**src/hdl/pcpc_pkg.sv**
```systemverilog
// shared types, codes and constants of the proximity count calibrator
package pcpc_pkg;

  localparam int COUNT_W   = 16;
  localparam int SAMPLES_W = 24;

  typedef struct packed {
    logic [1:0]         operation;
    logic [COUNT_W-1:0] prox_count;
    logic [31:0]        time_us;
    logic               restore_valid;
    logic [COUNT_W-1:0] restore_min;
    logic [COUNT_W-1:0] restore_max;
    logic [COUNT_W-1:0] restore_park;
  } req_t;

  typedef struct packed {
    logic [15:0]        position;
    logic [COUNT_W-1:0] echo_count;
    logic [15:0]        zero_position;
    logic [15:0]        max_position;
    logic [COUNT_W-1:0] min_count_out;
    logic [COUNT_W-1:0] max_count_out;
    logic [COUNT_W-1:0] park_count_out;
  } res_t;

  typedef logic [4:0] cmd_t;

  typedef struct packed {
    logic [1:0] op;
    logic       cal;
    logic       samples_zero;
    logic       last_le_dc;
    logic       den_zero;
    logic       div_busy;
    logic       sqrt_busy;
  } status_t;

  localparam logic [1:0] OP_SAMPLE  = 2'd0;
  localparam logic [1:0] OP_BEGIN   = 2'd1;
  localparam logic [1:0] OP_END     = 2'd2;
  localparam logic [1:0] OP_RESTORE = 2'd3;

  localparam cmd_t CMD_NONE     = 5'd0;
  localparam cmd_t CMD_LOAD     = 5'd1;
  localparam cmd_t CMD_APPLY    = 5'd2;
  localparam cmd_t CMD_PARK_DIV = 5'd3;
  localparam cmd_t CMD_PARK_SET = 5'd4;
  localparam cmd_t CMD_REC_PREP = 5'd5;
  localparam cmd_t CMD_CONV_DIV = 5'd6;
  localparam cmd_t CMD_SQ_START = 5'd7;
  localparam cmd_t CMD_SET_RP   = 5'd8;
  localparam cmd_t CMD_REC_DIV  = 5'd9;
  localparam cmd_t CMD_SET_S    = 5'd10;
  localparam cmd_t CMD_MR_SQRT  = 5'd11;
  localparam cmd_t CMD_MR_R50   = 5'd12;
  localparam cmd_t CMD_MUL_LO   = 5'd13;
  localparam cmd_t CMD_MUL_HI   = 5'd14;
  localparam cmd_t CMD_MUL_SUM  = 5'd15;
  localparam cmd_t CMD_SET_O    = 5'd16;
  localparam cmd_t CMD_CONV_POS = 5'd17;
  localparam cmd_t CMD_CONV_Z   = 5'd18;
  localparam cmd_t CMD_CONV_M   = 5'd19;
  localparam cmd_t CMD_POS_FULL = 5'd20;
  localparam cmd_t CMD_OUT      = 5'd21;

  localparam logic [COUNT_W-1:0] MIN_DEFAULT  = 16'd100;
  localparam logic [COUNT_W-1:0] MAX_DEFAULT  = 16'hFFFF;
  localparam logic [COUNT_W-1:0] PARK_DEFAULT = 16'd20000;
  localparam logic [COUNT_W-1:0] DC_DEFAULT   = 16'd50;
  localparam logic [COUNT_W-1:0] DC_MARGIN    = 16'd50;
  localparam logic [31:0]        WINDOW_DEFAULT = 32'd1000000;
  localparam logic [SAMPLES_W-1:0] SAMPLES_FULL = 24'hFFFFFF;

  // 2^31/sqrt(50), the root of the minimum difference
  localparam logic [31:0] R50     = 32'd303700049;
  localparam logic [63:0] ONE_Q62 = 64'h4000_0000_0000_0000;
  // 32767 * 2^47
  localparam logic [63:0] SCALE_NUM = 64'h3FFF_8000_0000_0000;
  localparam logic [47:0] Q48_MAX   = 48'h7FFF_FFFF_FFFF;
  localparam logic [15:0] POS_MAX   = 16'd39320;

endpackage

```
**src/hdl/pcpc_ctrl.sv**
```systemverilog
// sequencer that steps the datapath through each item
module pcpc_ctrl (
  input  logic              clk,
  input  logic              rst,
  input  logic              req_valid,
  output logic              req_ready,
  output logic              res_valid,
  input  logic              res_ready,
  output pcpc_pkg::cmd_t    cmd,
  input  pcpc_pkg::status_t status
);
  import pcpc_pkg::*;

  localparam logic [4:0] ST_INIT   = 5'd0;
  localparam logic [4:0] ST_IDLE   = 5'd1;
  localparam logic [4:0] ST_APPLY  = 5'd2;
  localparam logic [4:0] ST_PDIV   = 5'd3;
  localparam logic [4:0] ST_PDIV_W = 5'd4;
  localparam logic [4:0] ST_PSET   = 5'd5;
  localparam logic [4:0] ST_RPREP  = 5'd6;
  localparam logic [4:0] ST_CDIV   = 5'd7;
  localparam logic [4:0] ST_DIVR_W = 5'd8;
  localparam logic [4:0] ST_SQ     = 5'd9;
  localparam logic [4:0] ST_SQ_W   = 5'd10;
  localparam logic [4:0] ST_RDEN   = 5'd11;
  localparam logic [4:0] ST_RDIV   = 5'd12;
  localparam logic [4:0] ST_RDIV_W = 5'd13;
  localparam logic [4:0] ST_RSETS  = 5'd14;
  localparam logic [4:0] ST_CMR    = 5'd15;
  localparam logic [4:0] ST_MLO    = 5'd16;
  localparam logic [4:0] ST_MHI    = 5'd17;
  localparam logic [4:0] ST_MSUM   = 5'd18;
  localparam logic [4:0] ST_MDONE  = 5'd19;
  localparam logic [4:0] ST_MRM    = 5'd20;
  localparam logic [4:0] ST_POST   = 5'd21;
  localparam logic [4:0] ST_OUT    = 5'd22;

  localparam logic [1:0] PH_REC = 2'd0;
  localparam logic [1:0] PH_POS = 2'd1;
  localparam logic [1:0] PH_Z   = 2'd2;
  localparam logic [1:0] PH_M   = 2'd3;

  logic [4:0] state, state_next;
  logic [1:0] phase, phase_next;
  logic       init_pend, init_pend_next;
  logic       res_valid_next;

  always_comb begin
    state_next     = state;
    phase_next     = phase;
    init_pend_next = init_pend;
    res_valid_next = res_valid && !res_ready;
    req_ready      = 1'b0;
    cmd            = CMD_NONE;
    case (state)
      ST_INIT: begin
        state_next = ST_RPREP;
      end
      ST_IDLE: begin
        req_ready = 1'b1;
        if (req_valid) begin
          cmd        = CMD_LOAD;
          state_next = ST_APPLY;
        end
      end
      ST_APPLY: begin
        cmd = CMD_APPLY;
        if (status.op == OP_END && !status.samples_zero) begin
          state_next = ST_PDIV;
        end else if (status.op == OP_SAMPLE && !status.cal) begin
          state_next = ST_POST;
        end else begin
          state_next = ST_RPREP;
        end
      end
      ST_PDIV: begin
        cmd        = CMD_PARK_DIV;
        state_next = ST_PDIV_W;
      end
      ST_PDIV_W: begin
        if (!status.div_busy) state_next = ST_PSET;
      end
      ST_PSET: begin
        cmd        = CMD_PARK_SET;
        state_next = ST_RPREP;
      end
      ST_RPREP: begin
        cmd        = CMD_REC_PREP;
        phase_next = PH_REC;
        state_next = ST_DIVR_W;
      end
      ST_CDIV: begin
        cmd        = CMD_CONV_DIV;
        state_next = ST_DIVR_W;
      end
      ST_DIVR_W: begin
        if (!status.div_busy) state_next = ST_SQ;
      end
      ST_SQ: begin
        cmd        = CMD_SQ_START;
        state_next = ST_SQ_W;
      end
      ST_SQ_W: begin
        if (!status.sqrt_busy) begin
          state_next = (phase == PH_REC) ? ST_RDEN : ST_CMR;
        end
      end
      ST_RDEN: begin
        cmd        = CMD_SET_RP;
        state_next = ST_RDIV;
      end
      ST_RDIV: begin
        cmd        = CMD_REC_DIV;
        state_next = status.den_zero ? ST_MLO : ST_RDIV_W;
      end
      ST_RDIV_W: begin
        if (!status.div_busy) state_next = ST_RSETS;
      end
      ST_RSETS: begin
        cmd        = CMD_SET_S;
        state_next = ST_MLO;
      end
      ST_CMR: begin
        cmd        = CMD_MR_SQRT;
        state_next = ST_MLO;
      end
      ST_MLO: begin
        cmd        = CMD_MUL_LO;
        state_next = ST_MHI;
      end
      ST_MHI: begin
        cmd        = CMD_MUL_HI;
        state_next = ST_MSUM;
      end
      ST_MSUM: begin
        cmd        = CMD_MUL_SUM;
        state_next = ST_MDONE;
      end
      ST_MDONE: begin
        case (phase)
          PH_REC: begin
            cmd        = CMD_SET_O;
            state_next = ST_POST;
          end
          PH_POS: begin
            cmd        = CMD_CONV_POS;
            state_next = ST_OUT;
          end
          PH_Z: begin
            cmd        = CMD_CONV_Z;
            phase_next = PH_M;
            state_next = ST_MRM;
          end
          default: begin
            cmd        = CMD_CONV_M;
            state_next = ST_OUT;
          end
        endcase
      end
      ST_MRM: begin
        cmd        = CMD_MR_R50;
        state_next = ST_MLO;
      end
      ST_POST: begin
        if (init_pend) begin
          init_pend_next = 1'b0;
          state_next     = ST_IDLE;
        end else begin
          case (status.op)
            OP_SAMPLE: begin
              if (status.last_le_dc) begin
                cmd        = CMD_POS_FULL;
                state_next = ST_OUT;
              end else begin
                phase_next = PH_POS;
                state_next = ST_CDIV;
              end
            end
            OP_END: begin
              phase_next = PH_Z;
              state_next = ST_MLO;
            end
            default: begin
              state_next = ST_OUT;
            end
          endcase
        end
      end
      ST_OUT: begin
        if (!res_valid || res_ready) begin
          cmd            = CMD_OUT;
          res_valid_next = 1'b1;
          state_next     = ST_IDLE;
        end
      end
      default: begin
        state_next = ST_INIT;
      end
    endcase
  end

  always_ff @(posedge clk) begin
    if (rst) begin
      state     <= ST_INIT;
      phase     <= PH_REC;
      init_pend <= 1'b1;
      res_valid <= 1'b0;
    end else begin
      state     <= state_next;
      phase     <= phase_next;
      init_pend <= init_pend_next;
      res_valid <= res_valid_next;
    end
  end

  a_div_free: assert property (@(posedge clk) disable iff (rst)
    (cmd == CMD_REC_PREP || cmd == CMD_CONV_DIV || cmd == CMD_PARK_DIV ||
     cmd == CMD_REC_DIV) |-> !status.div_busy)
    else $error("divider started while busy");

  a_sqrt_free: assert property (@(posedge clk) disable iff (rst)
    (cmd == CMD_SQ_START) |-> (!status.sqrt_busy && !status.div_busy))
    else $error("root started before its radicand was ready");

  a_out_valid: assert property (@(posedge clk) disable iff (rst)
    (cmd == CMD_OUT) |=> res_valid)
    else $error("result not presented after being written");

  a_init_hold: assert property (@(posedge clk) disable iff (rst)
    init_pend |-> !req_ready)
    else $error("item taken before the reset recompute finished");

endmodule

```
**config.mk**
```make
export PLATFORM = sky130hd
export DESIGN_NAME = pcpc_ctrl
export DESIGN_NICKNAME = d
export VERILOG_FILES = /design/src/hdl/pcpc_pkg.sv /design/src/hdl/pcpc_ctrl.sv
export SDC_FILE = /design/constraint.sdc
export NUM_CORES = 1
export LEC_CHECK = 0
export BUFFER_PORTS_ARGS = -buffer_cell sky130_fd_sc_hd__buf_2
export CAP_MARGIN = 20
export CORE_MARGIN = 5
export CORE_UTILIZATION = 34
export CTS_BUF_LIST = sky130_fd_sc_hd__clkbuf_8
export DETAILED_ROUTE_END_ITERATION = 8
export PLACE_DENSITY_LB_ADDON = 0.15
export SYNTH_ARGS = -nofsm -noshare
export SYNTH_HDL_FRONTEND = slang
export SYNTH_SLANG_ARGS = --single-unit
```
**constraint.sdc**
```tcl
create_clock -name clk -period 1.8 [get_ports clk]
set_input_delay 0.27 -clock clk [delete_from_list [all_inputs] [get_ports clk]]
set_output_delay 0.27 -clock clk [all_outputs]
set_load 0.02 [all_outputs]
```
==> flow_metrics.py <==
metrics = {
    "outcome": {
        "outcome": "finished, violations left",
        "violations": "negative setup slack",
    },
    "logic_synthesis": {
        "synth_fa_ha_area_share_pct": 0,
        "yosysWarnings": 0,
        "async_flop_share_pct": 0,
        "yosysTopAreaCellShare_pct": 16.9,
        "synthCells": 149,
        "yosys_register_bits": 9,
        "syn_nets": 161,
        "synth.avg_cell_area_um2": 7.14,
        "ys.flop_type": "dfxtp_1",
        "syn_area_um2": 1060,
        "synth.top_cells.by_area": "dfxtp_1 (17%), nor2b_1 (5.9%), o21ai_0 (5.6%)",
        "synthMuxAreaShare_pct": 5.88,
        "synth_cell_type_count": 48,
        "synth-compound-area-share_pct": 30.5,
        "synth_top_family_by_area": "simple AND/OR/NAND/NOR gates",
        "synth_simple_gate_area_share_pct": 34.9,
        "synth_edf_count": 0,
        "ys_seq_area_share_pct": 16.9,
        "yosysTopAreaCell": "dfxtp_1",
        "synth-xor-area-share_pct": 3.18,
    },
    "power": {
        "power_switching_mw": 0.901,
        "pwr-share-seq_pct": 17.2,
        "p_per_area_nw_per_um2": 1360,
        "p_clk_share_pct": 11.1,
        "p_leak_nw": 0.575,
        "p_int_mw": 1.13,
        "ir_drop_uv": 556,
        "swShare_pct": 44.4,
        "comb_power_share_pct": 71.7,
    },
    "route": {
        "ant_nets": 0,
        "via_count": 1210,
        "wl_per_cell_um": 14.8,
        "routed_via_density": 5.31,
        "drt-pass1-iter-count": 4,
        "drc": 0,
        "initialDrtViolationCount": 57,
        "routed_wl_um": 3380,
    },
    "final_layout": {
        "layout-drive-gt1-share_pct": 40.2,
        "finalNetCount": 197,
        "area_growth_pct": 40.6,
        "nFillCells": 305,
        "antenna_cells": 0,
        "final_area_um2": 1500,
    },
    "timing": {
        "skew_ps": 0.541,
        "max_freq_mhz": 549,
        "setup_ws_ps": -21.9,
        "finalSetupViolations": 1,
        "slew_headroom_pct": 75.4,
        "slew_violations": 0,
        "tightest_slew_ps": 359,
        "hold_slack_ps": 336,
        "rsz0062_at_grt": "yes",
        "final_hold_viol_count": 0,
        "fin_crit_sh_pct": 101,
        "fin_crit_ps": 1820,
        "fin_tns_setup_ps": -21.9,
    },
    "placed_design": {
        "pre_cts_ws_ps": 32.0,
        "placed_area_um2": 1300,
        "hpwl_um": 2510,
        "place.gp.congestion": 0.850,
        "portBuffers": 18,
    },
    "global_routing": {
        "grt_max_degree": 16,
        "gr-total-overflow": 0,
        "track_usage_pct": 15.7,
        "first_global_vias": 1097,
        "antenna_found_initial": 0,
        "grt_pass1_wl_um": 5290,
    },
    "clock_network": {
        "cts_buffers": 3,
        "cts_tree": "done",
        "postCtsHoldBufs": 0,
        "clk_latency_ps": 230,
        "cts_max_path_buffers": 2,
        "numClockSinks": 9,
        "clk_pin_slew_ps": 40,
        "h-tree-depth": 1,
        "clock-root-buffer": "clkbuf_8",
    },
    "floorplanning": {
        "die_h_um": 65.9,
        "start_util_pct": 35.1,
        "fp.dieW_um": 65.9,
        "dieArea_um2": 4350,
        "design.core.area_um2": 3030,
        "pin_count": 19,
        "rows": 20,
    },
    "setup_path": {
        "start_kind": "flop",
        "worstPathRequired_ps": 1530,
        "worstPathArrival_ps": 1550,
        "crit_type": "reg -> out",
        "crit_path_end_kind": "primary output",
        "cp_max_fo": 15,
    },
    "flow_run": {
        "cap_viol_max_count": 0,
    },
    "worst_hold_path": {
        "holdCritPathClass": "in -> reg",
    },
}
## power groups by stage
stage               sequential, mW  combinational, mW  clock, mW
floorplan                    0.265              0.914          0
detailed placement           0.324               1.27          0
finish                       0.349               1.45      0.225
CTS                          0.348               1.36      0.233
global placement             0.324               1.27          0
global route                 0.357               1.55      0.245
## worst max-delay path, cell delays in order, from the launching register on
cell	delay, ps
dfxtp_2	320
buf_6	160
inv_4	90
o21ai_0	80
mux2_2	280
o32ai_2	200
buf_4	180
## cells in the mapped netlist (all sizes together) (2+ instances only)
master,instances
nor2,16
o21ai,15
buf,10
nor2b,10
dfxtp,9
nand2,9
a21oi,8
nand3,7
nand2b,5
nor3,5
a31oi,4
inv,4
mux2i,4
a21o,3
clkbuf,3
nand4,3
nor3b,3
a211oi,2
and2,2
mux2,2
o21a,2
o22ai,2
o32a,2
o32ai,2
xnor2,2
## through the flow
stage          util, %  instances  total power, mW
2_1_floorplan        -        149             1.18
3_3_place_gp      42.9        219             1.59
3_5_place_dp      42.9        219             1.59
4_1_cts           46.7        225             1.94
5_1_grt           49.4        228             2.15
6_report          49.4        228             2.03
## final timing paths
| kind | from | end | slack (ps) | cells after the start |
|---|---|---|---|---|
| worst max register to register | state[1]$_SDFFE_PP0P_ | phase[0]$_SDFFE_PP0P_ | 100 | 7 |
| worst min register to register | phase[1]$_SDFFE_PP0P_ | phase[1]$_SDFFE_PP0P_ | 600 | 2 |
| worst min-delay path | rst | state[4]$_SDFFE_PP0P_ | 340 | 2 |
| worst max-delay path | state[1]$_SDFFE_PP0P_ | cmd[1] | -20 | 6 |
## cell families (layout without fill, tap and decap cells)
kind of cell	Yosys count	count (layout)
buffers and inverters	17	52
AO/OA/AOI/OAI	49	49
multiplexers	6	6
AND/OR/NAND/NOR	65	65
XOR/XNOR	3	3
flip-flops	9	9
## flip-flops by register name, summed over array words and instances, names as in the netlist
name,cells
state,5
init_pend,1
phase,2
res_valid,1
## what timing repair did
action,in CTS,in global routing
setup endpoints to repair,5,5
pin swaps,4,7
setup buffers,2,3
gates resized for setup,21,16
## per-layer routing
layer	share of wire, %	GRT usage, %
met5	0	0
met1	49	20.9
met3	4.0	3.23
met4	0.74	3.55
met2	46	25.7
## cells in the final DEF (no fill, tap or decap), types with 4 or more instances in the layout
| master | count |
|---|---|
| buf_6 | 5 |
| nand3_1 | 5 |
| nand2_1 | 9 |
| nand2b_1 | 5 |
| nor3_1 | 5 |
| dfxtp_1 | 4 |
| nor2b_1 | 9 |
| a21oi_1 | 6 |
| nor2_1 | 13 |
| buf_2 | 14 |
| mux2i_1 | 4 |
| o21ai_0 | 12 |
| buf_4 | 24 |
## layout make-up
class	count	area (µm²)	share of cell area [%]
inverter	4	17.5	1.17
tap	44	55.1	3.68
clock buffer	3	41.3	2.76
sequential	9	194	13.0
timing repair buffer	44	312	20.8
clock inverter	1	3.75	0.251
multi-input combinational	123	872	58.3
No activity file was read; power rests on OpenSTA's default activity.
